$ cat src/pdd_pkg.sv
// ----------------------------------------------------------------------------
// pdd_pkg
// Shared types and codes for the positional deque with listing dump.
// ----------------------------------------------------------------------------
package pdd_pkg;

  // operation codes carried on func
  localparam logic [1:0] FUNC_FRONT  = 2'd0;
  localparam logic [1:0] FUNC_BACK   = 2'd1;
  localparam logic [1:0] FUNC_DELETE = 2'd2;

  // listing direction codes
  localparam logic DIR_FWD = 1'b0;
  localparam logic DIR_REV = 1'b1;

  // sequencer states, one-hot
  typedef enum logic [6:0] {
    ST_IDLE     = 7'b0000001,
    ST_SHIFT_RD = 7'b0000010,
    ST_SHIFT_WR = 7'b0000100,
    ST_INS_HEAD = 7'b0001000,
    ST_DUMP_RD  = 7'b0010000,
    ST_DUMP_LD  = 7'b0100000,
    ST_DUMP_OUT = 7'b1000000
  } pdd_state_t;

endpackage

$ cat src/positional_deque_with_dump.sv
// ----------------------------------------------------------------------------
// positional_deque_with_dump
// Ordered list of signed 32-bit values with front/back insert, positional
// delete and a full front-to-back then back-to-front listing after each op.
// ----------------------------------------------------------------------------
// Usage:
//   Input channel (in_valid/in_ready, func, operand) takes one operation per
//   transaction. in_ready is high only while the sequencer is idle.
//   Output channel (out_valid/out_ready) returns 2*n listing items for a list
//   of n entries, or two empty markers when the list is empty; last flags the
//   final item of the operation.
//   The entries live in a RAM with one read port and one write port, walked
//   by ptr during moves and by rstep during the listing. A front insert into
//   a non-full list moves every entry up one slot, through ST_SHIFT_RD and
//   ST_SHIFT_WR for each entry, then writes the head; a delete moves the
//   entries above the position down one slot the same way; a back insert
//   moves nothing. The listing then passes through ST_DUMP_RD and ST_DUMP_LD
//   and delivers one item per cycle while out_ready is high.
//   Reset (rst, synchronous) empties the list; RAM contents are not cleared.
//   A receiver stall holds the current item on the output and freezes the
//   walk; no input is taken until the last item is delivered.
// ----------------------------------------------------------------------------
module positional_deque_with_dump #(
  parameter int CAPACITY = 16
) (
  input  logic               clk,
  input  logic               rst,
  input  logic               in_valid,
  output logic               in_ready,
  input  logic [1:0]         func,
  input  logic signed [31:0] operand,
  output logic               out_valid,
  input  logic               out_ready,
  output logic               direction,
  output logic signed [31:0] item_value,
  output logic               list_empty,
  output logic               insert_dropped,
  output logic               last
);
  import pdd_pkg::*;

  localparam int IDX_W  = (CAPACITY > 1) ? $clog2(CAPACITY) : 1;
  localparam int CNT_W  = $clog2(CAPACITY + 1);
  localparam int STEP_W = $clog2(2 * CAPACITY + 1);
  localparam int SW1    = STEP_W + 1;

  // entry storage and registered read data
  logic [31:0]       mem [CAPACITY];
  logic [31:0]       rdata;
  logic [IDX_W-1:0]  rd_sel;
  logic              we;
  logic [IDX_W-1:0]  wa;
  logic [31:0]       wd;

  // control and operation registers
  pdd_state_t        state;
  logic [CNT_W-1:0]  count;
  logic [IDX_W-1:0]  ptr;
  logic [31:0]       op_val;
  logic              op_front;
  logic              dropped;
  logic [STEP_W-1:0] rstep;

  // listing helpers
  logic              in_acc;
  logic              out_acc;
  logic [STEP_W-1:0] load_step;
  logic [STEP_W-1:0] tot_m1;
  logic              is_full;
  logic              del_ok;

  // map a listing step to a list position
  function automatic logic [IDX_W-1:0] step_addr(input logic [STEP_W-1:0] k,
                                                 input logic [CNT_W-1:0]  n);
    logic [SW1-1:0] kk;
    logic [SW1-1:0] nn;
    logic [SW1-1:0] a;
    kk = SW1'(k);
    nn = SW1'(n);
    if (kk < nn) begin
      a = kk;
    end else if (kk < (nn << 1)) begin
      a = (nn << 1) - kk - SW1'(1);
    end else begin
      a = '0;
    end
    return a[IDX_W-1:0];
  endfunction

  assign in_ready = (state == ST_IDLE);
  assign in_acc   = in_valid && in_ready;
  assign out_acc  = out_valid && out_ready;
  assign is_full  = (count == CNT_W'(CAPACITY));
  assign del_ok   = !operand[31] && ($unsigned(operand) < 32'(count));

  // step of the item being loaded into the output register
  assign load_step = (state == ST_DUMP_LD) ? '0 : rstep;
  assign tot_m1    = (count == '0) ? STEP_W'(1) : (STEP_W'(count) << 1) - STEP_W'(1);

  // read address select
  always_comb begin
    rd_sel = step_addr(rstep, count);
    unique case (state)
      ST_SHIFT_RD: begin
        rd_sel = op_front ? ptr - IDX_W'(1) : ptr + IDX_W'(1);
      end
      ST_DUMP_RD: begin
        rd_sel = '0;
      end
      ST_DUMP_LD: begin
        rd_sel = step_addr(STEP_W'(1), count);
      end
      ST_DUMP_OUT: begin
        if (out_acc && !last) rd_sel = step_addr(rstep + STEP_W'(1), count);
      end
      default: begin
        rd_sel = step_addr(rstep, count);
      end
    endcase
  end

  // write port select
  always_comb begin
    we = 1'b0;
    wa = '0;
    wd = rdata;
    unique case (state)
      ST_IDLE: begin
        if (in_acc && func == FUNC_BACK && !is_full) begin
          we = 1'b1;
          wa = count[IDX_W-1:0];
          wd = operand;
        end
      end
      ST_SHIFT_WR: begin
        we = 1'b1;
        wa = ptr;
        wd = rdata;
      end
      ST_INS_HEAD: begin
        we = 1'b1;
        wa = '0;
        wd = op_val;
      end
      default: begin
        we = 1'b0;
      end
    endcase
  end

  // ram with one read port and one write port
  always_ff @(posedge clk) begin
    if (we) mem[wa] <= wd;
    rdata <= mem[rd_sel];
  end

  // sequencer
  always_ff @(posedge clk) begin
    if (rst) begin
      state     <= ST_IDLE;
      count     <= '0;
      out_valid <= 1'b0;
    end else begin
      unique case (state)
        ST_IDLE: begin
          if (in_acc) begin
            op_val  <= operand;
            dropped <= (func == FUNC_FRONT || func == FUNC_BACK) && is_full;
            case (func)
              FUNC_FRONT: begin
                if (is_full) begin
                  state <= ST_DUMP_RD;
                end else if (count == '0) begin
                  state <= ST_INS_HEAD;
                end else begin
                  ptr      <= count[IDX_W-1:0];
                  op_front <= 1'b1;
                  state    <= ST_SHIFT_RD;
                end
              end
              FUNC_BACK: begin
                if (!is_full) begin
                  count <= count + CNT_W'(1);
                end
                state <= ST_DUMP_RD;
              end
              FUNC_DELETE: begin
                if (del_ok && $unsigned(operand) != 32'(count) - 32'd1) begin
                  ptr      <= operand[IDX_W-1:0];
                  op_front <= 1'b0;
                  state    <= ST_SHIFT_RD;
                end else begin
                  if (del_ok) begin
                    count <= count - CNT_W'(1);
                  end
                  state <= ST_DUMP_RD;
                end
              end
              default: begin
                state <= ST_DUMP_RD;
              end
            endcase
          end
        end
        ST_SHIFT_RD: begin
          state <= ST_SHIFT_WR;
        end
        ST_SHIFT_WR: begin
          if (op_front) begin
            if (ptr == IDX_W'(1)) begin
              state <= ST_INS_HEAD;
            end else begin
              ptr   <= ptr - IDX_W'(1);
              state <= ST_SHIFT_RD;
            end
          end else begin
            if (CNT_W'(ptr) + CNT_W'(2) == count) begin
              count <= count - CNT_W'(1);
              state <= ST_DUMP_RD;
            end else begin
              ptr   <= ptr + IDX_W'(1);
              state <= ST_SHIFT_RD;
            end
          end
        end
        ST_INS_HEAD: begin
          count <= count + CNT_W'(1);
          state <= ST_DUMP_RD;
        end
        ST_DUMP_RD: begin
          state <= ST_DUMP_LD;
        end
        ST_DUMP_LD: begin
          out_valid <= 1'b1;
          rstep     <= STEP_W'(1);
          state     <= ST_DUMP_OUT;
        end
        ST_DUMP_OUT: begin
          if (out_acc) begin
            if (last) begin
              out_valid <= 1'b0;
              state     <= ST_IDLE;
            end else begin
              rstep <= rstep + STEP_W'(1);
            end
          end
        end
        default: begin
          state <= ST_IDLE;
        end
      endcase
    end
  end

  // output register load
  always_ff @(posedge clk) begin
    if (state == ST_DUMP_LD || (state == ST_DUMP_OUT && out_acc && !last)) begin
      insert_dropped <= dropped;
      last           <= (load_step == tot_m1);
      if (count == '0) begin
        direction  <= (load_step == STEP_W'(1)) ? DIR_REV : DIR_FWD;
        item_value <= '0;
        list_empty <= 1'b1;
      end else begin
        direction  <= (load_step >= STEP_W'(count)) ? DIR_REV : DIR_FWD;
        item_value <= rdata;
        list_empty <= 1'b0;
      end
    end
  end

endmodule

$ cat config.mk
export PLATFORM = sky130hd
export DESIGN_NAME = positional_deque_with_dump
export DESIGN_NICKNAME = d
export VERILOG_FILES = /design/src/pdd_pkg.sv /design/src/positional_deque_with_dump.sv
export SDC_FILE = /design/constraint.sdc
export NUM_CORES = 1
export LEC_CHECK = 0
export BUFFER_PORTS_ARGS = -buffer_cell sky130_fd_sc_hd__buf_2
export CAP_MARGIN = 40
export CORE_AREA = 3 3 273 208
export DETAILED_ROUTE_END_ITERATION = 8
export DIE_AREA = 0 0 276 211
export PLACE_DENSITY = 0.66
export SETUP_SLACK_MARGIN = 0.3
export SLEW_MARGIN = 20
export SYNTH_ARGS = -nofsm -noshare
export SYNTH_HDL_FRONTEND = slang
export SYNTH_SLANG_ARGS = --single-unit
$ cat constraint.sdc
create_clock -name clk -period 4.2 [get_ports clk]
set_input_delay 0.42 -clock clk [delete_from_list [all_inputs] [get_ports clk]]
set_output_delay 0.42 -clock clk [all_outputs]
set_load 0.01 [all_outputs]
==> flow_summary.toml <==
[finish]
drive_above_1_share_pct = 18.8
final_nets = 1916
final_util_pct = 57.1
final_cell_mix = "edfxtp_1 (592), mux2i_1 (256), o22ai_1 (129), nand2_1 (92), buf_2 (75)"
area_delta_synth_final_pct = 19.1
final_common_cell = "edfxtp_1"
antenna_cells = 0
final_cells = 2610

[route]
wl_met2_um = 31100
drt-total-wl_um = 69300
via_per_inst = 5.97
routedWlPerCell_um = 26.5
drt_pass1_iterations = 5
drtIter0Drc = 1757
wl_met3_um = 6350
drc = 0
vias = 15573
ant_nets = 0
top_layer_used = "met5"
wl_met1_um = 30500

[clocking]
cts_buffer_depth = 3
h-tree-depth = 2
cts_tree = "done"
cts.sinks = 637
ctsHoldBuffers = 0
cts_buffers = 58
clock_latency_ns = 0.62
cts.root.buffer_cell = "clkbuf_16"
cts.clk_slew.worst_paths_ns = 0.06

[yosys]
synthesis.area_um2 = 26000
yosysTopAreaCellShare_pct = 68.3
yosysTopAreaCell = "edfxtp_1"
yosysUniqueCellTypes = 69
ys_async_sr_fraction_pct = 0
ys_warn_count = 0
synth_cells = 1651
seq_area_frac_synth_pct = 71.7
avgSynthCellArea_um2 = 15.8
synth_edf_count = 592
synth_nets = 1729
synth_flop_cell = "edfxtp_1"
yosys-top-cells-area = "edfxtp_1 (68%), mux2i_1 (10%), dfxtp_1 (3.5%)"
synth-seq-cells = 637

[sta]
setup_violations = 0
rsz0062_at_grt = "false"
final.setup_skew_ns = 0.0135
hold_violations = 0
fin_ws_ns = 0.415
finalCritPeriodShare_pct = 90.1
whs_ns = 0.0389
tns_ns = 0
drv_slew = 0
fin_crit_ns = 3.79
worstMarginPinSlew_ns = 0.741
fmax_ghz = 0.264
slew_headroom_pct = 50.0

[setup_path]
rrSetupSlack_ns = 0.41
critPathKind = "register to register"
crit_arrival_ns = 4.27
reg2reg_depth = 15
crit_required_ns = 4.69
end_kind = "register"
crit_fanout = 8
start_kind = "register"

[grt]
track_usage_pct = 22.6
antenna_found_initial = 1
grt_pass1_vias = 14767
grt_pass1_wl_um = 97400
overflow = 0
grt_max_degree = 47

[run_status]
status = "finished, final reports clean"

[floorplan]
core-area_um2 = 54300
die-area_um2 = 58200
ios = 76
rows = 74
dieHeight_um = 211
die_w_um = 276
start_util_pct = 48.0

[pwr]
ir_drop_mv = 0.366
leakagePower_uw = 0.0118
power_density_nw_per_um2 = 526

[placed_design]
dp_slack_ns = 0.248
port-buffer-count = 75
globalplace.congestion = 0.910
dp_cells = 2452
dp_hpwl_um = 40600

[flow_run]
drv_cap = 0

[worst_hold_path]
hold_depth = 1
hold_path.class = "primary input to register"
[power breakdown]
group          switching (uW)  internal (uW)
clock network            2270           3200
registers                 154           7850
logic                    1830           1010
total                    4260          12100
[flip-flops by register name, indices dropped and copies added, names as in the netlist, 4 cells and up]
signal / cells
state: 7
rdata: 32
mem: 512
item_value: 32
rstep: 6
op_val: 32
count: 5
ptr: 4
[stage by stage]
step                cell area (um2)  total power, uW
finish                        31000            16300
global route                  31000            16900
CTS                           30200            16100
detailed placement            28200            10600
global placement              28200            10600
floorplan                     26100             9650
[metal layers]
metal / GRT usage [%] / vias up
met5: 0 / -
met4: 5.11 / 2
met3: 4.88 / 94
met2: 34.3 / 702
met1: 33.7 / 7858
li1: - / 6917
[worst max-delay path, stage by stage, from the launching register on]
cell	delay, ns
edfxtp_1	0.48
ha_4	0.23
xor2_4	0.16
ha_2	0.18
or3_1	0.33
o221ai_2	0.13
nand4b_1	0.18
mux2i_2	0.22
a211oi_4	0.26
buf_12	0.19
buf_16	0.17
buf_12	0.14
buf_6	0.15
mux2i_1	0.20
o22ai_1	0.12
or4_1	0.48
[final timing paths]
kind                     from             end
setup / recovery     rstep[0]       rdata[12]
hold / removal    operand[25]      op_val[25]
setup reg to reg     rstep[0]       rdata[12]
hold reg to reg       dropped  insert_dropped
[cell usage after synthesis, types with 5 or more instances]
library cell	instances
clkbuf_1	29
a21o_1	8
mux2i_1	262
edfxtp_1	592
nor2b_1	11
nor4_1	12
or3_1	5
o211ai_1	6
nor2_1	45
o21ai_0	19
nand3b_1	5
buf_2	50
a211oi_1	6
ha_1	38
nand2b_1	7
nand3_1	17
a21oi_1	21
or4_1	35
xor2_1	11
nand2_1	93
a22oi_1	34
o21a_1	6
dfxtp_1	45
and2_1	36
nand4_1	13
xnor2_1	15
nor3_1	14
inv_1	21
o22ai_1	129
mux2_2	8
[logic make-up (layout without fill, tap and decap cells)]
family          count (synthesis)  count (layout)  share of synthesized area [%]
fa+ha+maj                      40              40                           1.98
simple gates                  314             314                           6.50
xor+xnor                       26              26                          0.874
compound gates                261             261                           6.76
mux                           270             270                           10.4
buf+inv                       103             340                           1.75
flops                         637             637                           71.7
[area by class of cell]
type | count | area, um2
fill | 4165 | 23300
sequential | 637 | 18700
multi-input combinational | 911 | 7160
timing repair buffer | 209 | 2190
clock buffer | 74 | 1570
tap | 722 | 903
clock inverter | 36 | 417
inverter | 21 | 78.8
[what timing repair did]
| item | in CTS | in global routing |
|---|---|---|
| endpoints found under the setup margin | 18 | 32 |
| cloned | 0 | 17 |
| setup buffers | 0 | 30 |
| pin swaps | 0 | 9 |
| gates resized for setup | 2 | 38 |
(Power assumes the default switching activity.)
